**config.mk**
```make
export PLATFORM = sky130hd
export DESIGN_NAME = tiny_font_text_rasterizer_unit
export DESIGN_NICKNAME = d
export VERILOG_FILES = /design/src/design/tftr_pkg.sv /design/src/design/tiny_font_text_rasterizer_unit.sv
export VERILOG_INCLUDE_DIRS = /design/src /design/src/design
export SDC_FILE = /design/constraint.sdc
export NUM_CORES = 2
export LEC_CHECK = 0
export ABC_AREA = 1
export CAP_MARGIN = 40
export CORE_MARGIN = 2
export CORE_UTILIZATION = 33
export DETAILED_ROUTE_END_ITERATION = 16
export DONT_BUFFER_PORTS = 1
export GPL_TIMING_DRIVEN = 0
export PLACE_DENSITY = 0.44
export REMOVE_ABC_BUFFERS = 1
export SKIP_CTS_REPAIR_TIMING = 1
export SKIP_LAST_GASP = 1
export SYNTH_ARGS = -nofsm -noshare
export SYNTH_HDL_FRONTEND = slang
export SYNTH_SLANG_ARGS = --single-unit
```
**constraint.sdc**
```tcl
create_clock -name clk -period 6.2 [get_ports clk]
set_input_delay 0.62 -clock clk [delete_from_list [all_inputs] [get_ports clk]]
set_output_delay 0.62 -clock clk [all_outputs]
set_load 0.05 [all_outputs]
```
**src/design/assert_macros.svh**
```systemverilog
// Assertion macros shared by the rasteriser RTL.
// Depends on a clock named clk and an active-low reset named arst_n in scope.
`ifndef ASSERT_MACROS_SVH
`define ASSERT_MACROS_SVH

// Implication checked on every rising edge, quiet while reset is applied.
`define ASSERT_IMPL(label, pre, post, msg) \
	label: assert property (@(posedge clk) disable iff (!arst_n) (pre) |-> (post)) \
		else $error(msg);

// Implication whose consequent is checked in the cycle after the antecedent.
`define ASSERT_NEXT(label, pre, post, msg) \
	label: assert property (@(posedge clk) disable iff (!arst_n) (pre) |=> (post)) \
		else $error(msg);

`endif

```
**src/design/tftr_pkg.sv**
```systemverilog
// Types and constants for the 3x5 font column rasteriser.
// No dependencies.
package tftr_pkg;

	// Request codes carried by req_type
	typedef enum logic [1:0] {
		REQ_LOAD   = 2'd0,
		REQ_START  = 2'd1,
		REQ_RENDER = 2'd2
	} req_type_t;

	// Configuration register indexes
	typedef enum logic {
		CFG_ROW_OFFSET  = 1'b0,
		CFG_FIXED_WIDTH = 1'b1
	} cfg_index_t;

	localparam logic [7:0] CODE_LOW   = 8'h1e;
	localparam logic [7:0] CODE_HIGH  = 8'h7f;
	localparam logic [6:0] CURSOR_MAX = 7'd63;

endpackage

```
**src/design/tiny_font_text_rasterizer_unit.sv**
```systemverilog
// Top level of the 3x5 font column rasteriser: glyph memory, cursor logic, column queue.
// Depends on tftr_pkg and assert_macros.svh.
//
//   channel   direction  handshake            payload
//   in        to block   in_valid/in_stall    req_type glyph_slot glyph_word char_code start_column
//   out       from block out_valid/out_stall  column_index column_bits last_column
//   cfg       to block   cfg_we               cfg_index cfg_data
//
// Loads, starts and renders that place nothing put nothing in the column queue; a render that
// emits k columns loads k queue entries, sent one column per cycle on the out channel while
// out_stall is low. A result passes the glyph memory read register, then column decode
// into the queue. Reset (arst_n) clears the cursor, sets the end-of-string flag and clears
// the configuration, decode-valid and queue-count registers; the glyph memory keeps no reset
// value. A stall on out holds the queue and, once the decode stage is blocked, raises in_stall.
`include "assert_macros.svh"

module tiny_font_text_rasterizer_unit
	import tftr_pkg::*;
#(
	parameter int DISPLAY_WIDTH = 48,
	parameter int GLYPH_COUNT   = 98
) (
	input  logic        clk,
	input  logic        arst_n,
	// configuration
	input  logic        cfg_we,
	input  logic        cfg_index,
	input  logic [2:0]  cfg_data,
	// request items
	input  logic        in_valid,
	output logic        in_stall,
	input  logic [1:0]  req_type,
	input  logic [6:0]  glyph_slot,
	input  logic [15:0] glyph_word,
	input  logic [7:0]  char_code,
	input  logic [5:0]  start_column,
	// column items
	output logic        out_valid,
	input  logic        out_stall,
	output logic [5:0]  column_index,
	output logic [7:0]  column_bits,
	output logic        last_column
);

	localparam int         ADDR_W   = $clog2(GLYPH_COUNT);
	localparam logic [7:0] GC8      = 8'(GLYPH_COUNT);
	localparam logic [6:0] LAST_SLOT = 7'(GLYPH_COUNT - 1);
	localparam logic [6:0] DW7      = 7'(DISPLAY_WIDTH);
	localparam logic [6:0] LIMIT7   = 7'(DISPLAY_WIDTH + 3);

	// registers and state
	logic [2:0]  row_offset_q;
	logic        fixed_width_q;
	logic [5:0]  cursor_q;
	logic        ended_q;

	logic [15:0] glyph_mem [GLYPH_COUNT];

	logic        s1_valid_q;
	logic [1:0]  req_type_s1;
	logic        code_zero_s1;
	logic [5:0]  start_s1;
	logic [15:0] word_s1;

	logic [7:0]  e_bits_q [3];
	logic [5:0]  e_idx_q  [3];
	logic        e_last_q [3];
	logic [1:0]  e_cnt_q;

	logic        in_accept;
	logic        out_accept;
	logic        s1_adv;
	logic        rend_go;
	logic        load_new;
	logic        in_range;
	logic [7:0]  code_eff;
	logic [6:0]  slot7;
	logic [6:0]  slot_sat;
	logic [ADDR_W-1:0] rd_addr;

	logic        desc;
	logic [7:0]  col [3];
	logic        plc [3];
	logic [1:0]  n_placed;
	logic [6:0]  pos;
	logic [7:0]  nq_bits [3];
	logic [5:0]  nq_idx  [3];
	logic        nq_last [3];
	logic [1:0]  nq_cnt;
	logic [6:0]  cur_sum;
	logic [5:0]  cur_next;

	// handshake
	assign out_accept = out_valid && !out_stall;
	assign s1_adv     = s1_valid_q && ((e_cnt_q == 2'd0) || (e_cnt_q == 2'd1 && out_accept));
	assign in_stall   = s1_valid_q && !s1_adv;
	assign in_accept  = in_valid && !in_stall;

	// configuration writes
	always_ff @(posedge clk or negedge arst_n) begin
		if (!arst_n) begin
			row_offset_q  <= '0;
			fixed_width_q <= 1'b0;
		end else if (cfg_we) begin
			case (cfg_index)
				CFG_ROW_OFFSET:  row_offset_q  <= cfg_data;
				CFG_FIXED_WIDTH: fixed_width_q <= cfg_data[0];
				default: ;
			endcase
		end
	end

	// map the character code onto a glyph slot, last glyph for anything out of range
	always_comb begin
		in_range = (char_code >= CODE_LOW) && (char_code <= CODE_HIGH);
		code_eff = in_range ? char_code : CODE_HIGH;
		slot7    = 7'(code_eff - CODE_LOW);
		slot_sat = ({1'b0, slot7} >= GC8) ? LAST_SLOT : slot7;
		rd_addr  = slot_sat[ADDR_W-1:0];
	end

	// glyph memory: write on load, registered read on every accepted item
	always_ff @(posedge clk) begin
		if (in_accept && req_type == REQ_LOAD && {1'b0, glyph_slot} < GC8) begin
			glyph_mem[glyph_slot[ADDR_W-1:0]] <= glyph_word;
		end
		if (in_accept) begin
			word_s1 <= glyph_mem[rd_addr];
		end
	end

	// decode stage control
	always_ff @(posedge clk or negedge arst_n) begin
		if (!arst_n) begin
			s1_valid_q <= 1'b0;
		end else if (in_accept) begin
			s1_valid_q <= 1'b1;
		end else if (s1_adv) begin
			s1_valid_q <= 1'b0;
		end
	end

	// decode stage payload
	always_ff @(posedge clk) begin
		if (in_accept) begin
			req_type_s1  <= req_type;
			code_zero_s1 <= (char_code == 8'd0);
			start_s1     <= start_column;
		end
	end

	// build glyph columns, pick the placed ones and pack the onscreen ones
	always_comb begin
		desc   = word_s1[0];
		col[0] = {3'b000, word_s1[15:11]} << desc;
		col[1] = {3'b000, word_s1[10:6]}  << desc;
		col[2] = {3'b000, word_s1[5:1]}   << desc;
		plc[0] = fixed_width_q || (col[0] != 8'd0);
		plc[1] = fixed_width_q || (col[1] != 8'd0) || ((col[0] != 8'd0) && (col[2] != 8'd0));
		plc[2] = fixed_width_q || (col[2] != 8'd0);
		n_placed = '0;
		nq_cnt   = '0;
		pos      = '0;
		for (int k = 0; k < 3; k++) begin
			nq_bits[k] = '0;
			nq_idx[k]  = '0;
		end
		for (int k = 0; k < 3; k++) begin
			if (plc[k]) begin
				pos = {1'b0, cursor_q} + {5'd0, n_placed};
				if (pos < DW7) begin
					nq_bits[nq_cnt] = col[k] << row_offset_q;
					nq_idx[nq_cnt]  = pos[5:0];
					nq_cnt          = nq_cnt + 2'd1;
				end
				n_placed = n_placed + 2'd1;
			end
		end
		for (int k = 0; k < 3; k++) begin
			nq_last[k] = (nq_cnt != 2'd0) && (2'(k) == nq_cnt - 2'd1);
		end
		cur_sum  = {1'b0, cursor_q} + {5'd0, n_placed} + 7'd1;
		cur_next = (cur_sum > CURSOR_MAX) ? 6'd63 : cur_sum[5:0];
	end

	assign rend_go  = s1_adv && req_type_s1 == REQ_RENDER && !ended_q
		&& ({1'b0, cursor_q} < LIMIT7) && !code_zero_s1;
	assign load_new = rend_go && (nq_cnt != 2'd0);

	// cursor and end-of-string flag
	always_ff @(posedge clk or negedge arst_n) begin
		if (!arst_n) begin
			cursor_q <= '0;
			ended_q  <= 1'b1;
		end else if (s1_adv) begin
			if (req_type_s1 == REQ_START) begin
				cursor_q <= start_s1;
				ended_q  <= 1'b0;
			end else if (req_type_s1 == REQ_RENDER && !ended_q
					&& ({1'b0, cursor_q} < LIMIT7)) begin
				if (code_zero_s1) begin
					ended_q <= 1'b1;
				end else begin
					cursor_q <= cur_next;
				end
			end
		end
	end

	// column queue count: reload with a new glyph or drop the head on accept
	always_ff @(posedge clk or negedge arst_n) begin
		if (!arst_n) begin
			e_cnt_q <= '0;
		end else if (load_new) begin
			e_cnt_q <= nq_cnt;
		end else if (out_accept) begin
			e_cnt_q <= e_cnt_q - 2'd1;
		end
	end

	// column queue payload: load a new glyph's columns or advance entries towards the head
	always_ff @(posedge clk) begin
		if (load_new) begin
			for (int k = 0; k < 3; k++) begin
				e_bits_q[k] <= nq_bits[k];
				e_idx_q[k]  <= nq_idx[k];
				e_last_q[k] <= nq_last[k];
			end
		end else if (out_accept) begin
			for (int k = 0; k < 2; k++) begin
				e_bits_q[k] <= e_bits_q[k+1];
				e_idx_q[k]  <= e_idx_q[k+1];
				e_last_q[k] <= e_last_q[k+1];
			end
		end
	end

	assign out_valid    = (e_cnt_q != 2'd0);
	assign column_index = e_idx_q[0];
	assign column_bits  = e_bits_q[0];
	assign last_column  = e_last_q[0];

	`ASSERT_IMPL(a_stall_needs_s1, in_stall, s1_valid_q, "input stalled with decode stage empty")
	`ASSERT_IMPL(a_reload_when_free, load_new,
		(e_cnt_q == 2'd0) || (e_cnt_q == 2'd1 && out_accept),
		"column queue reloaded while still holding columns")
	`ASSERT_IMPL(a_last_at_tail, out_valid, last_column == (e_cnt_q == 2'd1),
		"last_column out of step with queue fill")
	`ASSERT_NEXT(a_queue_keeps_valid, out_valid && e_cnt_q != 2'd1, out_valid,
		"column queue emptied before its last column")
	`ASSERT_IMPL(a_index_onscreen, out_valid, {1'b0, column_index} < DW7,
		"column index beyond display width")

endmodule
```
=== Yosys cells after proc, flatten, opt, wreduce, memory -nomap -nowiden ===
Memory sizes are Yosys's and may differ from the RTL's. A register that Yosys moved wholly into a read port is not among the register bits.
Index checks and enable logic that the tools add are counted.

* Register bits: 23
* Memory bits (writable): 1613
* Input bits: 48
* Output and inout port bits: 17
* Word-level logic and storage cells: 165
* Memories: 4

* $add $sub $neg: 11
* $lt $le $gt $ge: 13
* Eq/ne operators: 6
* Shift-type cells: 6
* Muxes and demuxes: 59
* Bitwise logic cells: 9
* Reductions and logical operators: 48

{| class="wikitable"
|+ Memories
! name !! words !! width !! rd ports !! clocked after memory_dff !! write ports !! line !! source
|-
| glyph_mem || 98 || 16 || 1 || 1 || 1 || tiny_font_text_rasterizer_unit.sv:57 || <nowiki>logic [15:0] glyph_mem [GLYPH_COUNT];</nowiki>
|-
| e_bits_q || 3 || 8 || 3 || 0 || 3 || tiny_font_text_rasterizer_unit.sv:65 || <nowiki>logic [7:0] e_bits_q [3];</nowiki>
|-
| e_idx_q || 3 || 6 || 3 || 0 || 3 || tiny_font_text_rasterizer_unit.sv:66 || <nowiki>logic [5:0] e_idx_q [3];</nowiki>
|-
| e_last_q || 3 || 1 || 3 || 0 || 3 || tiny_font_text_rasterizer_unit.sv:67 || <nowiki>logic e_last_q [3];</nowiki>
|}

{| class="wikitable"
|+ Operators with widths
! operator !! number
|-
| $mux W24 || 4
|-
| $mux W18 || 4
|-
| $mux W6 || 10
|-
| $bwmux W24 || 2
|-
| $mux W8 || 6
|-
| $bwmux W18 || 2
|-
| $demux W8 S2 || 2
|-
| $demux W6 S2 || 2
|-
| $reduce_bool A8 Y1 || 3
|-
| $shl A5 B1 Y8 || 3
|-
| $shl A8 B3 Y8 || 3
|-
| $add A6 B2 Y7 || 3
|-
| $logic_and A1 B1 Y1 || 21
|-
| $mux W1 || 17
|-
| $mux W2 || 8
|-
| $lt A7 B6 Y1 const B || 2
|-
| $mux W7 || 2
|-
| $lt A6 B6 Y1 const B || 2
|-
| $reduce_bool A2 Y1 || 6
|-
| $add A2 B1 Y2 const B || 4
|-
| $ge A8 B5 Y1 const B || 1
|-
| $le A8 B7 Y1 const B || 1
|-
| $logic_not A8 Y1 || 1
|-
| $add A7 B1 Y7 const B || 1
|-
| other kinds (20) || 42
|}

=== Longest topological paths before layout ===
* Word-level depth: 17
* Mapped depth: 28
* Depth with buffers taken out: 26

=== Least setup slack after synthesis ===
No wires, ideal clock.

* Path kind: reg2reg
* From: register word_s1[0], read port of glyph_mem
* To: memory e_bits_q[0][0], enable pin
* Setup time: 385 ps
* Data arrival time: 4489 ps
* Data required time: 5815 ps
* Path slack: 1327 ps
* Stages on the path, launching flop included: 23
* Path buffers: 1
* Period minus slack after synthesis: 4873 ps
* Path through: edfxtp_1 > buf_2 > mux2i_1 > nand2_1 > nor3_1 > nand3_1 > nand2_1 > nand2_2 > ha_1 > ha_1 > inv_1 > fa_1 > nor2_1 > xor2_1 > o21ai_0 > nor2_1 > inv_1 > nand2_1 > o21a_1 > nand2_1 > nand2_1 > nor2_1 > inv_1

{| class="wikitable"
|+ RTL lines
! item !! line !! source
|-
| start, declared || tiny_font_text_rasterizer_unit.sv:63 || <nowiki>logic [15:0] word_s1;</nowiki>
|-
| end, declared || tiny_font_text_rasterizer_unit.sv:65 ||
|}

=== Worst setup path in the final report ===
* From: input char_code[7]
* To: register word_s1[15], read port of glyph_mem, data pin

* Cells in the longest elaborated chain, start to end: 6
* Elaborated cells between the ends (all ways): 7
* Classes of those cells: 1 x add/sub; 3 x order compare; 2 x mux; 1 x reduce/logical

{| class="wikitable"
|+ RTL lines
! item !! line !! source
|-
| start, declared || tiny_font_text_rasterizer_unit.sv:35 || <nowiki>input logic [7:0] char_code,</nowiki>
|-
| $ge A8 B5 Y1 or $le A8 B7 Y1 (tied branches) || tiny_font_text_rasterizer_unit.sv:115 || <nowiki>in_range = (char_code >= CODE_LOW) && (char_code <= CODE_HIGH);</nowiki>
|-
| $logic_and A1 B1 Y1 * || tiny_font_text_rasterizer_unit.sv:115 ||
|-
| $mux W7 * || tiny_font_text_rasterizer_unit.sv:116 || <nowiki>code_eff = in_range ? char_code : CODE_HIGH;</nowiki>
|-
| $sub A7 B5 Y7 * || tiny_font_text_rasterizer_unit.sv:117 || <nowiki>slot7 = 7'(code_eff - CODE_LOW);</nowiki>
|-
| $ge A7 B7 Y1 || tiny_font_text_rasterizer_unit.sv:118 || <nowiki>slot_sat = ({1'b0, slot7} >= GC8) ? LAST_SLOT : slot7;</nowiki>
|-
| $mux W7 * || tiny_font_text_rasterizer_unit.sv:118 ||
|}

Mark *: on every way between the ends. The rest lies on a longest branch, timed or not.
A chain may end at the register's enable or synchronous reset.

==> metrics.yaml <==
final_core_util_pct: 38.6
ant_nets: 0
gp_congestion: 0.813
status: "finished clean"
finalHoldViolations: 0
firstDrtPassIters: 6
cts_tree: "yes"
cp.depth: 28
rsz0062_at_grt: "no"
crit_family: "simple AND/OR/NAND/NOR gates"
path_class: "primary input to register"
syn_inst: 6905
power_density_nw_per_um2: 314
fp.dieW_um: 478
cts_buffer_depth: 3
ff2ff_path_depth: 20
grt_pass1_vias: 47100
dp.cells: 9633
ir_drop_mv: 0.269
arrival_ns: 6.46
p_leak_nw: 33.4
core_area_sq_um: 224000
drv_slew: 0
wl_per_cell_um: 23.1
synth_xor_area_share_pct: 0.106
critPathMaxStageDelay_ns: 0.45
fmax_mhz: 173
required_ns: 6.89
design.die.area_sq_um: 229000
yosysSeqAreaShare_pct: 66.7
setup_viol: 0
path_buf_inv: 7
cts_buffers: 183
portBuffers: 0
std_cell_rows: 174
crit_fanout: 115
synth_simple_gate_area_share_pct: 23.7
ys.flop_type: "edfxtp_1"
relSlewSlack_pct: 46.5
endpoint_kind: "register"
synth_compound_area_share_pct: 1.13
skew_ns: 0.0231
tightest_slew_ns: 0.803
hold_class: "primary input to register"
vias_per_cell: 4.95
muxShareOfSynthArea_pct: 0.0404
synthArstFlopShare_pct: 0.847
io_pins: 65
final_common_cell: "nand3_1"
grt_pass1_wl_um: 333000
synth_edf_count: 1638
slowest_stage: "buf_16"
drive_gt1_share_pct: 8.64
cap_violations: 0
synth_area_per_cell_sq_um: 10.8
r2r-start: "word_s1[0]"
syn_to_final_growth_pct: 16.5
synth.area.top_cells: "edfxtp_1, nand3_1, nand2_1, nand3b_1, inv_1"
grt_max_degree: 118
vias: 49600
start_util_pct: 33.1
min_period_over_period_pct: 93.0
setup.worst_path.start: "char_code[7]"
synth_warnings: 0
cp-start-kind: "primary input"
clock_latency_ns: 0.85
antenna_found_initial: 10
final_cell_mix: "nand3_1, edfxtp_1, nand2_1, inv_1, nand3b_1"
synth.top_cell.area_share_pct: 66.2
cts_root_buffer: "clkbuf_16"
yosys.area.top_type: "edfxtp_1"
layout_min_cycle_time_ns: 5.76
cts.sinks: 1652
hpwl_um: 130000
track_usage_pct: 19.6
dr.first_iter.drc_count: 4111
clkSlewWorstSetupHoldPaths_ns: 0.06
die_h_um: 478
r2r-end: "e_idx_q[0][5]"
ff2ff_setup_slack_ns: 0.61
final_cells: 10000
synth_top_family_by_area: "simple AND/OR/NAND/NOR gates"
cts_max_level: 4
endpoint: "word_s1[15]"
fin_nets: 6941
overflow: 0
yosys.area_share.adder_pct: 0.307
synth.distinct_cells: 48
fillers: 21600
power_w: 0.0272
route.detailed.drc: 0
cp_common_cell: "nand2_1"
routed_wl_um: 232000
synth_seq_cells: 1652
syn_area_sq_um: 74300
[power breakdown]
group	switching, W	internal, W	total (W)
logic	0.00288	0.00113	0.00401
registers	0.000306	0.0126	0.0129
clock network	0.00455	0.00571	0.0103
[worst min path at each step]
| stage | from | endpoint | slack [ns] | depth (start not counted) |
|---|---|---|---|---|
| finish | cfg_we | row_offset_q[2] | 0.04 | 2 |
| CTS | arst_n | row_offset_q[2] | -0.60 | 0 |
| floorplan | arst_n | cursor_q[0] | 0.32 | 0 |
| detailed placement | arst_n | s1_valid_q | 0.32 | 0 |
| global placement | arst_n | cursor_q[5] | 0.32 | 0 |
| global route | cfg_we | row_offset_q[2] | 0.05 | 2 |
[layer usage]
metal | vias to the layer above | global-route usage [%] | part of all wire, %
li1 | 23500 | - | -
met2 | 1245 | 31.6 | 46
met4 | 0 | 6.19 | 3.4
met1 | 24600 | 27.3 | 45
met5 | - | 0 | 0
met3 | 304 | 2.53 | 5.0
[state kept, by name, summed over array words and instances, names as in the netlist, 2 cells and up]
| signal | count |
|---|---|
| req_type_s1 | 2 |
| glyph_mem | 1568 |
| start_s1 | 6 |
| e_bits_q | 24 |
| cursor_q | 6 |
| row_offset_q | 3 |
| e_idx_q | 18 |
| e_last_q | 3 |
| e_cnt_q | 2 |
| word_s1 | 16 |
[area by class of cell]
type	count	area (sq um)	share of cell area [%]
clock inverters	101	711	0.821
repair buffers	244	4710	5.44
clock buffers	232	4830	5.58
diodes	4	10.0	0.0116
inverters	1015	3840	4.44
flip-flops and latches	1652	49500	57.3
multi-input cells	3780	19100	22.1
well taps	2992	3740	4.33
[kinds of logic after synthesis]
family,count (synthesis)
AOI/OAI and AO/OA,142
DFF,1652
buffers and inverters,1473
and+or+nand+nor,3609
adders and majority gates,17
muxes,3
xor gates and xnor gates,9
[metrics by stage]
stage / setup WS (ns) / setup TNS [ns] / area, sq um / hold WS [ns]
after floorplan: -30.33 / -485.26 / 72100 / 0.324
after global placement: -90.62 / -1534.45 / 75900 / 0.325
after detailed placement: -0.534 / -12.36 / 80100 / 0.325
after CTS: -0.320 / -6.66 / 85600 / -0.597
after global routing: 0.0638 / 0 / 86500 / 0.0530
final: 0.435 / 0 / 86500 / 0.0444
[cells in the mapped netlist, types with 2 or more instances]
library cell / instances
fa_1: 2
nor2_2: 2
a31oi_1: 7
o221ai_1: 5
a22oi_1: 2
o21ai_1: 7
mux2i_1: 3
a21oi_1: 13
nor2_1: 200
o32ai_1: 3
xor2_1: 8
inv_2: 5
nand2_1: 1225
nand4_1: 4
inv_1: 1007
ha_1: 15
buf_4: 29
o21a_1: 2
buf_2: 215
nand3_2: 3
edfxtp_1: 1638
buf_1: 34
o21ai_0: 63
nand3b_1: 512
nor3_1: 5
buf_6: 3
clkbuf_1: 177
dfrtp_1: 13
or2_2: 3
nand3_1: 1646
nand2_2: 6
a211oi_1: 2
o22ai_1: 26
o211ai_1: 5
clkinv_1: 2
Power figures use the tool's default switching activity.
